$ cat src/design/dcnt_pkg.sv
`default_nettype none

package dcnt_pkg;

   // Field widths of the request and response
   localparam int NUMBER_W = 16;
   localparam int COUNT_W  = 8;

   // Bits of the request value that take part in the count
   localparam int VALUE_WIDTH = 16;

   // Trial divisor: holds floor(sqrt(2^VALUE_WIDTH - 1)) + 1, the first failing divisor
   localparam int DIV_W   = (VALUE_WIDTH + 1) / 2 + 1;
   // Running square of the trial divisor
   localparam int SQ_W    = 2 * DIV_W;
   // Number of divisors found below the square root
   localparam int HIT_W   = DIV_W + 1;
   // Doubled count before saturation
   localparam int TOT_W   = HIT_W + 1;
   // Bit counter of the serial remainder unit
   localparam int BITS_W  = $clog2(VALUE_WIDTH + 1);

   localparam int COUNT_MAX = (1 << COUNT_W) - 1;

   typedef logic [NUMBER_W-1:0]    number_type;
   typedef logic [COUNT_W-1:0]     count_type;
   typedef logic [VALUE_WIDTH-1:0] value_type;
   typedef logic [DIV_W-1:0]       div_type;

   // Status of the serial remainder unit
   typedef struct packed {
      logic busy;
      logic done;
      logic zero;
   } rem_stat_type;

   // Keep the low VALUE_WIDTH bits of a request number, zero-extended if needed
   function automatic value_type to_value(input number_type x);
      logic [NUMBER_W+VALUE_WIDTH-1:0] wide;
      wide = {{VALUE_WIDTH{1'b0}}, x};
      return wide[VALUE_WIDTH-1:0];
   endfunction

   // Clamp the doubled count to the response field
   function automatic count_type sat_count(input logic [TOT_W-1:0] total);
      logic [TOT_W+COUNT_W-1:0] wide;
      wide = (TOT_W + COUNT_W)'(total);
      if (wide > (TOT_W + COUNT_W)'(COUNT_MAX)) begin
         return count_type'(COUNT_MAX);
      end
      return wide[COUNT_W-1:0];
   endfunction

endpackage

`default_nettype wire

$ cat src/design/dcnt_if.sv
`default_nettype none

// Request channel: one number to be examined
interface dcnt_req_if
   import dcnt_pkg::*;
();
   logic       valid;
   logic       ready;
   number_type number;

   modport source (output valid, output number, input ready);
   modport sink (input valid, input number, output ready);
endinterface

// Response channel: the divisor count of one request
interface dcnt_rsp_if
   import dcnt_pkg::*;
();
   logic      valid;
   logic      ready;
   count_type divisor_count;

   modport source (output valid, output divisor_count, input ready);
   modport sink (input valid, input divisor_count, output ready);
endinterface

`default_nettype wire

$ cat src/design/divisor_count_trial_division_top.sv
// Divisor counter by trial division. Each request carries a 16-bit unsigned
// number; the response carries how many positive divisors it has (zero for
// zero, at most 255). Requests are handled one at a time. Trial divisors d
// run from 1 while d*d <= number; each takes a bound check in ST_CHECK plus
// a bit-serial remainder in the serial remainder unit. A finished count
// waits in an output register, so the next request is taken while the
// previous response is still waiting.
`default_nettype none

module divisor_count_trial_division_top
   import dcnt_pkg::*;
(
   input  wire logic   clock,
   input  wire logic   reset,
   dcnt_req_if.sink    req_chan,
   dcnt_rsp_if.source  rsp_chan
);

   typedef enum logic [1:0] {
      ST_IDLE,
      ST_CHECK,
      ST_DIVIDE,
      ST_FINISH
   } state_type;

   state_type         state_ff, state_in;
   value_type         value_ff, value_in;
   div_type           d_ff, d_in;
   logic [SQ_W-1:0]   sq_ff, sq_in;
   logic [HIT_W-1:0]  hits_ff, hits_in;
   logic              square_ff, square_in;
   logic              rsp_valid_ff, rsp_valid_in;
   count_type         rsp_count_ff, rsp_count_in;

   logic              fits;
   logic              rem_start;
   logic [TOT_W-1:0]  total;
   rem_stat_type      rem_stat;

   // Trial divisor still within the square-root bound
   assign fits      = (sq_ff <= SQ_W'(value_ff));
   assign rem_start = (state_ff == ST_CHECK) && fits;
   assign total     = {hits_ff, 1'b0} - TOT_W'(square_ff);

   dcnt_rem u_rem (
      .clock     (clock),
      .reset     (reset),
      .start     (rem_start),
      .numerator (value_ff),
      .divisor   (d_ff),
      .stat      (rem_stat)
   );

   always_comb begin
      state_in     = state_ff;
      value_in     = value_ff;
      d_in         = d_ff;
      sq_in        = sq_ff;
      hits_in      = hits_ff;
      square_in    = square_ff;
      rsp_valid_in = rsp_valid_ff && !rsp_chan.ready;
      rsp_count_in = rsp_count_ff;
      unique case (state_ff)
         ST_IDLE: begin
            // Take a request and start at divisor one
            if (req_chan.valid) begin
               value_in  = to_value(req_chan.number);
               d_in      = DIV_W'(1);
               sq_in     = SQ_W'(1);
               hits_in   = '0;
               square_in = 1'b0;
               state_in  = ST_CHECK;
            end
         end
         ST_CHECK: begin
            // Divide while d*d fits, note the perfect square
            if (fits) begin
               if (sq_ff == SQ_W'(value_ff)) begin
                  square_in = 1'b1;
               end
               state_in = ST_DIVIDE;
            end else begin
               state_in = ST_FINISH;
            end
         end
         ST_DIVIDE: begin
            // Count a hit, advance d and its square
            if (rem_stat.done) begin
               if (rem_stat.zero) begin
                  hits_in = hits_ff + 1'b1;
               end
               d_in     = d_ff + 1'b1;
               sq_in    = sq_ff + SQ_W'({d_ff, 1'b1});
               state_in = ST_CHECK;
            end
         end
         ST_FINISH: begin
            // Load the response once the output register is free
            if (!(rsp_valid_ff && !rsp_chan.ready)) begin
               rsp_valid_in = 1'b1;
               rsp_count_in = sat_count(total);
               state_in     = ST_IDLE;
            end
         end
         default: begin
            state_in = ST_IDLE;
         end
      endcase
   end

   always_ff @(posedge clock) begin
      if (reset) begin
         state_ff     <= ST_IDLE;
         rsp_valid_ff <= 1'b0;
      end else begin
         state_ff     <= state_in;
         rsp_valid_ff <= rsp_valid_in;
      end
      value_ff     <= value_in;
      d_ff         <= d_in;
      sq_ff        <= sq_in;
      hits_ff      <= hits_in;
      square_ff    <= square_in;
      rsp_count_ff <= rsp_count_in;
   end

   assign req_chan.ready         = (state_ff == ST_IDLE);
   assign rsp_chan.valid         = rsp_valid_ff;
   assign rsp_chan.divisor_count = rsp_count_ff;

   // The remainder unit is working whenever a division is awaited
   a_divide_busy: assert property (@(posedge clock) disable iff (reset)
      (state_ff == ST_DIVIDE) |-> (rem_stat.busy || rem_stat.done))
      else $error("waiting on an idle remainder unit");

   // The running square tracks the trial divisor
   a_square_track: assert property (@(posedge clock) disable iff (reset)
      (state_ff == ST_CHECK) |-> (sq_ff == SQ_W'(d_ff) * SQ_W'(d_ff)))
      else $error("running square out of step with divisor");

   // A trial divisor is never zero
   a_divisor_nonzero: assert property (@(posedge clock) disable iff (reset)
      (state_ff == ST_CHECK || state_ff == ST_DIVIDE) |-> (d_ff != '0))
      else $error("zero trial divisor");

   // Finishing with a free output register yields a response
   a_finish_loads: assert property (@(posedge clock) disable iff (reset)
      (state_ff == ST_FINISH && !(rsp_valid_ff && !rsp_chan.ready)) |=> rsp_valid_ff)
      else $error("finished count not loaded");

endmodule

`default_nettype wire

$ cat src/design/dcnt_rem.sv
`default_nettype none

// Bit-serial restoring remainder: one numerator bit per cycle, MSB first
module dcnt_rem
   import dcnt_pkg::*;
(
   input  wire logic         clock,
   input  wire logic         reset,
   input  wire logic         start,
   input  wire value_type    numerator,
   input  wire div_type      divisor,
   output rem_stat_type      stat
);

   logic              busy_ff, busy_in;
   logic              done_ff, done_in;
   logic [BITS_W-1:0] bits_ff, bits_in;
   value_type         shift_ff, shift_in;
   div_type           rem_ff, rem_in;
   div_type           div_ff, div_in;

   logic [DIV_W:0]    trial;
   logic [DIV_W:0]    diff;

   // Shift in the next numerator bit and try the subtraction
   assign trial = {rem_ff, shift_ff[VALUE_WIDTH-1]};
   assign diff  = trial - {1'b0, div_ff};

   always_comb begin
      busy_in  = busy_ff;
      done_in  = 1'b0;
      bits_in  = bits_ff;
      shift_in = shift_ff;
      rem_in   = rem_ff;
      div_in   = div_ff;
      if (start) begin
         busy_in  = 1'b1;
         bits_in  = BITS_W'(VALUE_WIDTH);
         shift_in = numerator;
         rem_in   = '0;
         div_in   = divisor;
      end else if (busy_ff) begin
         // Restore when the trial value is below the divisor
         if (trial >= {1'b0, div_ff}) begin
            rem_in = diff[DIV_W-1:0];
         end else begin
            rem_in = trial[DIV_W-1:0];
         end
         shift_in = {shift_ff[VALUE_WIDTH-2:0], 1'b0};
         bits_in  = bits_ff - 1'b1;
         if (bits_ff == BITS_W'(1)) begin
            busy_in = 1'b0;
            done_in = 1'b1;
         end
      end
   end

   always_ff @(posedge clock) begin
      if (reset) begin
         busy_ff <= 1'b0;
         done_ff <= 1'b0;
         bits_ff <= '0;
      end else begin
         busy_ff <= busy_in;
         done_ff <= done_in;
         bits_ff <= bits_in;
      end
      shift_ff <= shift_in;
      rem_ff   <= rem_in;
      div_ff   <= div_in;
   end

   assign stat.busy = busy_ff;
   assign stat.done = done_ff;
   assign stat.zero = (rem_ff == '0);

   // A new division never starts over a running one
   a_no_start_busy: assert property (@(posedge clock) disable iff (reset)
      start |-> !busy_ff)
      else $error("remainder unit started while busy");

   // Completion follows a busy cycle
   a_done_after_busy: assert property (@(posedge clock) disable iff (reset)
      done_ff |-> $past(busy_ff))
      else $error("remainder done without a division");

   // Bits remain while the unit is busy
   a_bits_left: assert property (@(posedge clock) disable iff (reset)
      busy_ff |-> (bits_ff != '0))
      else $error("remainder unit busy with no bits left");

endmodule

`default_nettype wire

$ cat src/flat_wrapper.sv
// flat-port wrapper written by rule: the top's interface ports become plain ports
module divisor_count_trial_division_top_flat import dcnt_pkg::*;
  (clock, reset, req_chan_valid, req_chan_number, req_chan_ready, rsp_chan_valid, rsp_chan_divisor_count, rsp_chan_ready);
  dcnt_req_if req_chan_i ();
  dcnt_rsp_if rsp_chan_i ();
  input  wire logic clock;
  input  wire logic reset;
  input wire logic [$bits(req_chan_i.valid)-1:0] req_chan_valid;
  input wire logic [$bits(req_chan_i.number)-1:0] req_chan_number;
  output wire logic [$bits(req_chan_i.ready)-1:0] req_chan_ready;
  output wire logic [$bits(rsp_chan_i.valid)-1:0] rsp_chan_valid;
  output wire logic [$bits(rsp_chan_i.divisor_count)-1:0] rsp_chan_divisor_count;
  input wire logic [$bits(rsp_chan_i.ready)-1:0] rsp_chan_ready;
  assign req_chan_i.valid = req_chan_valid;
  assign req_chan_i.number = req_chan_number;
  assign req_chan_ready = req_chan_i.ready;
  assign rsp_chan_valid = rsp_chan_i.valid;
  assign rsp_chan_divisor_count = rsp_chan_i.divisor_count;
  assign rsp_chan_i.ready = rsp_chan_ready;
  divisor_count_trial_division_top u_core (.clock(clock), .reset(reset), .req_chan(req_chan_i), .rsp_chan(rsp_chan_i));
endmodule
$ cat config.mk
export PLATFORM = sky130hd
export DESIGN_NAME = divisor_count_trial_division_top_flat
export DESIGN_NICKNAME = d
export VERILOG_FILES = /design/src/design/dcnt_pkg.sv /design/src/design/dcnt_if.sv /design/src/design/divisor_count_trial_division_top.sv /design/src/design/dcnt_rem.sv /design/src/flat_wrapper.sv
export SDC_FILE = /design/constraint.sdc
export NUM_CORES = 1
export LEC_CHECK = 0
export ABC_AREA = 0
export BUFFER_PORTS_ARGS = -buffer_cell sky130_fd_sc_hd__buf_2
export CORE_UTILIZATION = 56
export CTS_CLUSTER_DIAMETER = 200
export DETAILED_ROUTE_END_ITERATION = 8
export GPL_TIMING_DRIVEN = 0
export PLACE_DENSITY = 0.74
export SLEW_MARGIN = 10
export SYNTH_ARGS = -nofsm -noshare
export SYNTH_HDL_FRONTEND = slang
export SYNTH_HIERARCHICAL = 1
export SYNTH_SLANG_ARGS = --single-unit
$ cat constraint.sdc
create_clock -name clock -period 3.1 [get_ports clock]
set_input_delay 0.62 -clock clock [delete_from_list [all_inputs] [get_ports clock]]
set_output_delay 0.62 -clock clock [all_outputs]
set_load 0.005 [all_outputs]
# [After elaboration in Yosys (flattened, before gate mapping)]
# Cells that the tools add are included.
[classes] n_mux=34 magnitude_cmp=3 n_bitwise=2 n_eq_ne=11 reduce_logical=16 addsub=6
[op_table] op="$mux W18" n=2
[op_table] op="$pmux W18 S2" n=1
[op_table] op="$mux W16" n=2
[op_table] op="$mux W10" n=3
[op_table] op="$mux W9" n=3
[op_table] op="$pmux W10 S2" n=1
[op_table] op="$add A18 B10 Y18" n=1
[op_table] op="$eq A18 B16 Y1" n=1
[op_table] op="$le A18 B16 Y1" n=1
[op_table] op="$pmux W9 S2" n=1
[op_table] op="$mux W8" n=2
[op_table] op="$mux W1" n=12
[op_table] op="$gt A11 B8 Y1 const B" n=1
[op_table] op="$sub A11 B1 Y11" n=1
[op_table] op="$add A10 B1 Y10 const B" n=1
[op_table] op="$ge A10 B9 Y1" n=1
[op_table] op="$mux W5" n=2
[op_table] op="$add A9 B1 Y9 const B" n=1
[op_table] op="$logic_not A9 Y1" n=1
[op_table] op="$sub A9 B9 Y9" n=1
[op_table] op="$ne A2 B2 Y1 const B" n=4
[op_table] op="$pmux W2 S4" n=1
[op_table] op="$reduce_and A4 Y1" n=2
[op_table] op="$mux W2" n=3
[op_table] op="15 further kinds" n=23
[totals] reg_bits=106 word_cells=87 in_bits=20 out_inout_bits=10

# [Depth between registers and ports, before layout]
# Gate-level depths: netlist of the first run.
[logic_depth] ltp_word=6 ltp_mapped=11 depth_no_buf=9

# [Cells and area by module]
# Netlist of the first run, hierarchy kept.
[modules_own_cells] mod="divisor_count_trial_division_top" cells_each=353 area_per_inst_um2=3813.7 instances=1 seq_area_each_um2=1921.8
[modules_own_cells] mod="dcnt_rem" cells_each=189 area_per_inst_um2=2179.6 instances=1 seq_area_each_um2=1071.0

# [Least setup slack after synthesis of the first run]
# Ideal clock, no wire load.
[synth_path] path_type="reg-to-reg" startpoint="register u_core.sq_ff[1]" endpoint="register u_core.u_rem.shift_ff[10], data pin" arrival_time_ps=2928 period_less_slack_ps=3188 path_stages_with_launch=10 setup_slack_ps=-88 required_time_ps=2840 n_path_buf=2 setup_ps=260 cell_sequence="edfxtp_1 > ha_1 > nor2b_1 > o21a_1 > o31a_1 > o31a_1 > nor2_1 > clkbuf_1 > clkbuf_1 > mux2_2"
[synth_between] elab_chain_len=3
[synth_rtl] element="start: declaration" line="divisor_count_trial_division_top.sv:29" source="logic [SQ_W-1:0] sq_ff, sq_in;"
[synth_rtl] element="start signal: assignment" line="divisor_count_trial_division_top.sv:121" source="sq_ff <= sq_in;"
[synth_rtl] element="$le A18 B16 Y1" line="divisor_count_trial_division_top.sv:41" source="assign fits = (sq_ff <= SQ_W'(value_ff));"
[synth_rtl] element="$logic_and A1 B1 Y1" line="divisor_count_trial_division_top.sv:42" source="assign rem_start = (state_ff == ST_CHECK) && fits;"
[synth_rtl] element="net u_core.rem_start" line="divisor_count_trial_division_top.sv:36" source="logic rem_start;"
[synth_rtl] element="$mux W16" line="dcnt_rem.sv:36" source="if (start) begin"
[synth_rtl] element="net u_core.u_rem.shift_in[10]" line="dcnt_rem.sv:18" source="value_type shift_ff, shift_in;"
[synth_rtl] element="end signal: assignment" line="dcnt_rem.sv:68" source="shift_ff <= shift_in;"
[synth_rtl] element="end: declaration" line="dcnt_rem.sv:18"
# The timed path passes the listed nets, and every way through them passes these cells.
# A chain may end at the register's enable or synchronous reset.

# [Worst setup path after layout of the first run]
[layout_path] startpoint="register u_core.sq_ff[11]" endpoint="register u_core.u_rem.shift_ff[13], data pin"
# Same word-level chain as after synthesis.

==> results.sh, run 1 <==
export IMPL_grtUsageMet1_pct=28.8
export IMPL_drc=0
export IMPL_numPortBuffers=29
export IMPL_finalCriticalPeriod_ns=3.01
export IMPL_ys_warn_count=6
export IMPL_p_sw_share_pct=36.6
export IMPL_slew_violations=0
export IMPL_grt_max_degree=29
export IMPL_busiest_layer="met2"
export IMPL_grt_first_pass_wirelength_mm=20.2
export IMPL_worstPathArrival_ns=3.16
export IMPL_design_area_um2=6590
export IMPL_fin_setup_tns_ns=0
export IMPL_dp_final_hpwl_mm=8.68
export IMPL_end_kind="register"
export IMPL_reg2reg_to="u_core/u_rem/shift_ff[13]"
export IMPL_ir_worst_vdd_uv=452
export IMPL_via_per_inst=5.83
export IMPL_syn_num_nets=605
export IMPL_synthToLayoutAreaGrowth_pct=10.0
export IMPL_rrSetupSlack_ns=0.09
export IMPL_cts_tree="yes"
export IMPL_gr_usage_met3_pct=5.13
export IMPL_num_rows=37
export IMPL_drive_gt1_share_pct=15.4
export IMPL_power_per_cell_area_nw_per_um2=674
export IMPL_max_freq_mhz=332
export IMPL_gp_congestion=0.864
export IMPL_crit_reg2reg_launch="u_core/sq_ff[11]"
export IMPL_crit_type="reg2reg"
export IMPL_cts_sinks=106
export IMPL_worstMarginPinSlew_ns=0.691
export IMPL_final_nets=650
export IMPL_power_frac_seq_pct=45.4
export IMPL_outcome="completed"
export IMPL_holdWs_ns=0.398
export IMPL_dieWidth_um=105
export IMPL_syn_area_um2=5990
export IMPL_cts_buffer_depth=2
export IMPL_drt_wl_total_mm=12.3
export IMPL_clk_latency_ns=0.39
export IMPL_start_util_pct=58.0
export IMPL_firstDrtPassIters=4
export IMPL_ios=30
export IMPL_worstPathRequired_ns=3.25
export IMPL_setup_viol=0
export IMPL_endpoint="u_core/u_rem/shift_ff[13]"
export IMPL_root_buffer="clkbuf_8"
export IMPL_netlist_instances=541
export IMPL_clkPwrFrac_pct=19.9
export IMPL_drtIter0Drc=222
export IMPL_placed_area_um2=6300
export IMPL_p_comb_share_pct=34.7
export IMPL_grt_use_met2_pct=40.9
export IMPL_leakagePower_nw=2.53
export IMPL_num_vias=4239
export IMPL_first_global_vias=4204
export IMPL_grt_use_total_pct=23.4
export IMPL_rsz0062_at_grt="yes"
export IMPL_p_int_mw=2.81
export IMPL_reg2reg_depth=9
export IMPL_critPathLaunch="u_core/sq_ff[11]"
export IMPL_finalHoldViolCount=0
export IMPL_start_kind="register"
export IMPL_grt_antenna_before_repair=0
export IMPL_htree_levels=3
export IMPL_p_sw_mw=1.62
export IMPL_skew_ns=0.0152
export IMPL_grt_ovfl_total=0
export IMPL_antenna_cells=0
export IMPL_wl_per_cell_um=16.9
export IMPL_die_height_um=105
export IMPL_avgSynthCellArea_um2=11.1
export IMPL_slew_headroom_pct=53.5
export IMPL_hp_class="in2reg"
export IMPL_core_area_um2=10300
export IMPL_power_mw=4.44
export IMPL_die_area_um2=11100
export IMPL_maxCapViolations=0
export IMPL_ant_nets=0
export IMPL_cts_made_buffers=9
export IMPL_clk_pin_slew_ns=0.11
export IMPL_period_share_pct=97.2
export IMPL_path_max_fanout=11
## sequential cells by signal, indices dropped and copies added, names as in the netlist
signal	cells
u_core/sq_ff	18
u_core/rsp_chan.divisor_count	8
u_core/u_rem/shift_ff	16
u_core/u_rem/bits_ff	5
u_core/value_ff	16
u_core/hits_ff	10
u_core/u_rem/done_ff	1
u_core/u_rem/div_ff	9
u_core/state_ff	2
u_core/square_ff	1
u_core/rsp_chan.valid	1
u_core/u_rem/busy_ff	1
u_core/d_ff	9
u_core/u_rem/rem_ff	9
## through the flow
stage | worst slack, ns | utilization (%) | std cells
final | 0.0883 | 63.8 | 727
after global placement | -0.836 | 61.1 | 706
after floorplan | 0.0397 | - | 541
after detailed placement | -0.635 | 61.1 | 706
after global routing | -0.0193 | 63.8 | 727
after CTS | 0.0511 | 63.4 | 723
## routing by layer
| layer | vias up | part of all wire, % |
|---|---|---|
| met3 | 15 | 4.0 |
| met2 | 106 | 50 |
| met4 | 0 | 1.5 |
| li1 | 2097 | - |
| met5 | - | 0 |
| met1 | 2021 | 44 |
## critical path, stage by stage, from the launching register on
cell and delay [ns]:
edfxtp_1 0.49, ha_1 0.34, a211oi_1 0.26, o21ai_0 0.13, a22o_1 0.25, o31a_1 0.28
nor2_4 0.13, clkbuf_1 0.24, clkbuf_4 0.29, mux2_2 0.36
## worst min path at each step
stage,startpoint,end,slack [ns],depth (start not counted)
2_1_floorplan,u_core/d_ff[8],u_core/u_rem/div_ff[8],0.47,0
3_3_place_gp,u_core/u_rem/bits_ff[1],u_core/u_rem/bits_ff[1],0.48,2
3_5_place_dp,u_core/u_rem/rem_ff[7],u_core/u_rem/rem_ff[7],0.52,2
4_1_cts,req_chan_number[15],u_core/value_ff[15],0.37,1
5_1_grt,req_chan_number[1],u_core/value_ff[1],0.36,1
6_report,req_chan_number[15],u_core/value_ff[15],0.40,1
## area by class of cell
| cell class | count | area [um^2] |
|---|---|---|
| fillers | 833 | 3740 |
| flip-flops and latches | 106 | 2990 |
| multi-input cells | 376 | 2800 |
| repair buffers | 33 | 175 |
| well taps | 136 | 170 |
| inverters | 43 | 161 |
| clock buffers | 10 | 149 |
| plain buffers | 17 | 75.1 |
| clock inverters | 6 | 60.1 |
## power by group through the flow
stage               Clock (mW)  Sequential [mW]  Combinational (mW)
floorplan                    0             1.96                1.20
finish                   0.884             2.01                1.54
global route             0.966             2.04                1.72
CTS                      0.923             2.01                1.51
global placement             0             2.04                1.42
detailed placement           0             2.04                1.49
## timing repair
item | in CTS | in global routing
resized for setup | 8 | 4
endpoints found under the setup margin | 58 | 38
pin swaps | 1 | 0
setup buffers | 1 | 3
hold buffers | 0 | 0
cloned | 0 | 1
## placed cells by master (no fill, tap or decap), types with 5 or more instances in the layout
| cell type | count |
|---|---|
| o21a_1 | 6 |
| a211oi_1 | 7 |
| nand3_1 | 17 |
| nor4_1 | 5 |
| nand2_1 | 26 |
| or3_1 | 5 |
| o31a_1 | 6 |
| nand3b_1 | 9 |
| nand2b_1 | 11 |
| clkbuf_8 | 9 |
| mux2i_1 | 8 |
| clkbuf_1 | 12 |
| a21o_1 | 5 |
| xor2_1 | 19 |
| nor2_1 | 44 |
| nor3_1 | 15 |
| inv_1 | 43 |
| buf_2 | 29 |
| edfxtp_1 | 87 |
| ha_1 | 42 |
| buf_4 | 5 |
| a21oi_1 | 28 |
| and3_1 | 6 |
| o21ai_0 | 16 |
| xnor2_1 | 9 |
| dfxtp_1 | 19 |
| mux2_2 | 16 |
Power figures use the tool's default switching activity.
==> inputs of run 2 (changes only) <==
--- a/config.mk
+++ b/config.mk
@@ -12,8 +12,6 @@
 export DETAILED_ROUTE_END_ITERATION = 8
 export GPL_TIMING_DRIVEN = 0
 export PLACE_DENSITY = 0.74
-export SLEW_MARGIN = 10
 export SYNTH_ARGS = -nofsm -noshare
 export SYNTH_HDL_FRONTEND = slang
-export SYNTH_HIERARCHICAL = 1
 export SYNTH_SLANG_ARGS = --single-unit
==> constraint.sdc (replaced) <==
create_clock -name clock -period 3.1 [get_ports clock]
set_input_delay 0.62 -clock clock [delete_from_list [all_inputs] [get_ports clock]]
set_output_delay 0.62 -clock clock [all_outputs]
set_load 0.1 [all_outputs]
==> run 2 against run 1 <==
  * Final cell count is 0.96% lower
  * Fmax is 1.7% higher
  * Non-clock buffer count stayed put
  * Power is 6.2% lower
  * Clock-buffer cell count stayed put
  * Setup slack better by 0.050 ns
  * Core utilization is 0.65 points lower
  * Sequential cell count stayed put
  * Via count is 2.5% lower
  * Cell area is 1.9% lower
  * Register-to-register slack better by 0.05 ns
  * Clock power is 6.4% higher
==> results.sh, run 2 <==
export IMPL_ys_top_cells_by_area="edfxtp_1 45%, ha_1 8.7%, dfxtp_1 6.5%, nor2_1 2.9%, inv_1 2.4%"
export IMPL_ant_nets=0
export IMPL_synthTopCellsByCount="87 x edfxtp_1, 45 x nor2_1, 41 x ha_1, 38 x inv_1, 28 x nand2_1"
export IMPL_num_rows=37
export IMPL_worstPathRequired_ns=3.23
export IMPL_max_freq_mhz=338
export IMPL_worstMarginPinSlew_ns=0.717
export IMPL_grt_antenna_before_repair=0
export IMPL_wl_per_cell_um=15.9
export IMPL_ir_worst_vdd_uv=484
export IMPL_worstPathArrival_ns=3.09
export IMPL_num_vias=4132
export IMPL_slew_headroom_pct=52.1
export IMPL_htree_levels=3
export IMPL_outcome="completed"
export IMPL_critPathLaunch="u_core.sq_ff[14]"
export IMPL_worstHoldStart="req_chan_number[3]"
export IMPL_die_area_um2=10900
export IMPL_slew_violations=0
export IMPL_grt_first_pass_wirelength_mm=19.2
export IMPL_maxCapViolations=0
export IMPL_dp_slack_ns=-0.309
export IMPL_via_per_inst=5.74
export IMPL_cts_tree="yes"
export IMPL_finalCriticalPeriod_ns=2.96
export IMPL_crit_slowest_cell="edfxtp_1"
export IMPL_hp_class="in2reg"
export IMPL_ios=30
export IMPL_rsz0062_at_grt="no"
export IMPL_finish_utilization_pct=63.1
export IMPL_yosysTopAreaCell="edfxtp_1"
export IMPL_start_kind="register"
export IMPL_drc=0
export IMPL_worst_path_largest_cell_delay_ns=0.49
export IMPL_skew_ns=0.0151
export IMPL_final_nets=642
export IMPL_power_per_cell_area_nw_per_um2=644
export IMPL_period_share_pct=95.5
export IMPL_cts_made_buffers=9
export IMPL_finalHoldViolCount=0
export IMPL_syn_num_nets=597
export IMPL_netlist_instances=534
export IMPL_max_flop_register="u_core.sq_ff"
export IMPL_antenna_cells=0
export IMPL_drtIter0Drc=192
export IMPL_syn_area_um2=5870
export IMPL_path_max_fanout=10
export IMPL_largest_reg_flops=18
export IMPL_synth_flop_cell="edfxtp_1"
export IMPL_numPortBuffers=28
export IMPL_path_cells="ha_1 -> nand4_1 -> nor4_4 -> nand4_1 -> buf_4 -> a311oi_4 -> buf_4 -> buf_6 -> mux2_1"
export IMPL_root_buffer="clkbuf_8"
export IMPL_gp_congestion=0.884
export IMPL_crit_reg2reg_launch="u_core.sq_ff[14]"
export IMPL_firstDrtPassIters=5
export IMPL_synthToLayoutAreaGrowth_pct=10.1
export IMPL_ys_warn_count=0
export IMPL_end_kind="register"
export IMPL_dieWidth_um=104
export IMPL_core_area_um2=10200
export IMPL_yosys_area_top_type_share_pct=44.5
export IMPL_synth_cell_types=54
export IMPL_first_global_vias=4052
export IMPL_grt_max_degree=19
export IMPL_setup_ws_ns=0.138
export IMPL_clk_latency_ns=0.38
export IMPL_start_util_pct=57.4
export IMPL_synth_seq_cells=106
export IMPL_rrSetupSlack_ns=0.14
export IMPL_avgSynthCellArea_um2=11.0
export IMPL_layout_commonest_cell="edfxtp_1"
export IMPL_synth_edf_count=87
export IMPL_grt_use_total_pct=22.6
export IMPL_layout_common_cells="87 x edfxtp_1, 44 x nor2_1, 41 x ha_1"
export IMPL_fin_setup_tns_ns=0
export IMPL_drt_wl_total_mm=11.4
export IMPL_grt_ovfl_total=0
export IMPL_crit_type="reg2reg"
export IMPL_async_flop_share_pct=0
export IMPL_setup_viol=0
export IMPL_cts_buffer_depth=2
export IMPL_ys_seq_area_share_pct=51.0
export IMPL_dp_final_hpwl_mm=8.51
export IMPL_die_height_um=104
export IMPL_cts_sinks=106
export IMPL_synth_most_common_cell="edfxtp_1"
export IMPL_drive_gt1_share_pct=11.8
export IMPL_leakagePower_nw=2.48
export IMPL_fillers=838
export IMPL_clk_pin_slew_ns=0.11
export IMPL_reg_largest_list="u_core.sq_ff: 18 flops, u_core.u_rem.shift_ff: 16 flops, u_core.value_ff: 16 flops"
## run 2: changes by cell type in the layout (fill, tap and decap cells not counted), sizes merged, moves of 7 or more
cell and change:
inv -9, nor2b +9, o21ai +8, nand3b -7, or3 +7
## run 2: through the flow
| step | power, mW | area [um^2] | hold WS (ns) | std cells |
|---|---|---|---|---|
| 6_report | 4.16 | 6460 | 0.403 | 720 |
| 5_1_grt | 4.40 | 6460 | 0.371 | 720 |
| 4_1_cts | 4.18 | 6440 | 0.387 | 718 |
| 3_5_place_dp | 3.23 | 6200 | 0.508 | 699 |
| 3_3_place_gp | 3.17 | 6180 | 0.471 | 698 |
| 2_1_floorplan | 2.93 | 5870 | 0.464 | 534 |
## run 2: report_power, final
part	total, mW	internal, mW	switching, mW
sequential	1.94	1.77	0.168
clock	0.941	0.459	0.482
combinational	1.28	0.542	0.738
total	4.16	2.77	1.39
## run 2: timing repair
action | CTS | global route
endpoints found under the setup margin | 35 | 37
resized for setup | 1 | 1
pin swaps | 1 | 1
hold buffers | 0 | 0
endpoints found under the hold margin | 0 | 0
setup buffers | 3 | 2
## run 2: per-layer routing
layer | share of wire, % | global-route usage [%]
met1 | 44 | 27.2
met2 | 50 | 38.4
met3 | 3.8 | 5.39
met4 | 2.7 | 9.80
met5 | 0 | 0
## run 2: logic make-up (layout without fill, tap and decap cells)
family                     after synthesis  after routing  synth area share, %
adders and majority gates               43             43                 9.42
DFF                                    106            106                 51.0
xor gates and xnor gates                28             28                 4.18
AOI/OAI and AO/OA                       91             91                 10.2
muxes                                   25             25                 4.61
buffers and inverters                   54            104                 3.65
and+or+nand+nor                        187            187                 16.9
## run 2: worst paths after layout
path / to / cells after the start
setup / recovery: u_core.u_rem.shift_ff[14] / 9
hold reg to reg: u_core.rsp_chan.valid / 2
hold / removal: u_core.value_ff[3] / 1
setup reg to reg: u_core.u_rem.shift_ff[14] / 9
## run 2: worst max-delay path: cells and delay by family, from the launching register on
family,cells,cell delay [ns]
compound gates,1,0.35
mux,1,0.35
fa+ha+maj,1,0.35
simple gates,3,0.63
buf+inv,3,0.56
flops,1,0.49
## run 2: area by class of cell
type,count,area (um^2),area share [%]
multi-input combinational,374,2670,41.3
sequential,106,2990,46.3
inverter,38,143,2.21
clock inverter,6,90.1,1.39
buffer,16,73.8,1.14
tap,136,170,2.63
timing repair buffer,34,193,2.98
clock buffer,10,128,1.98
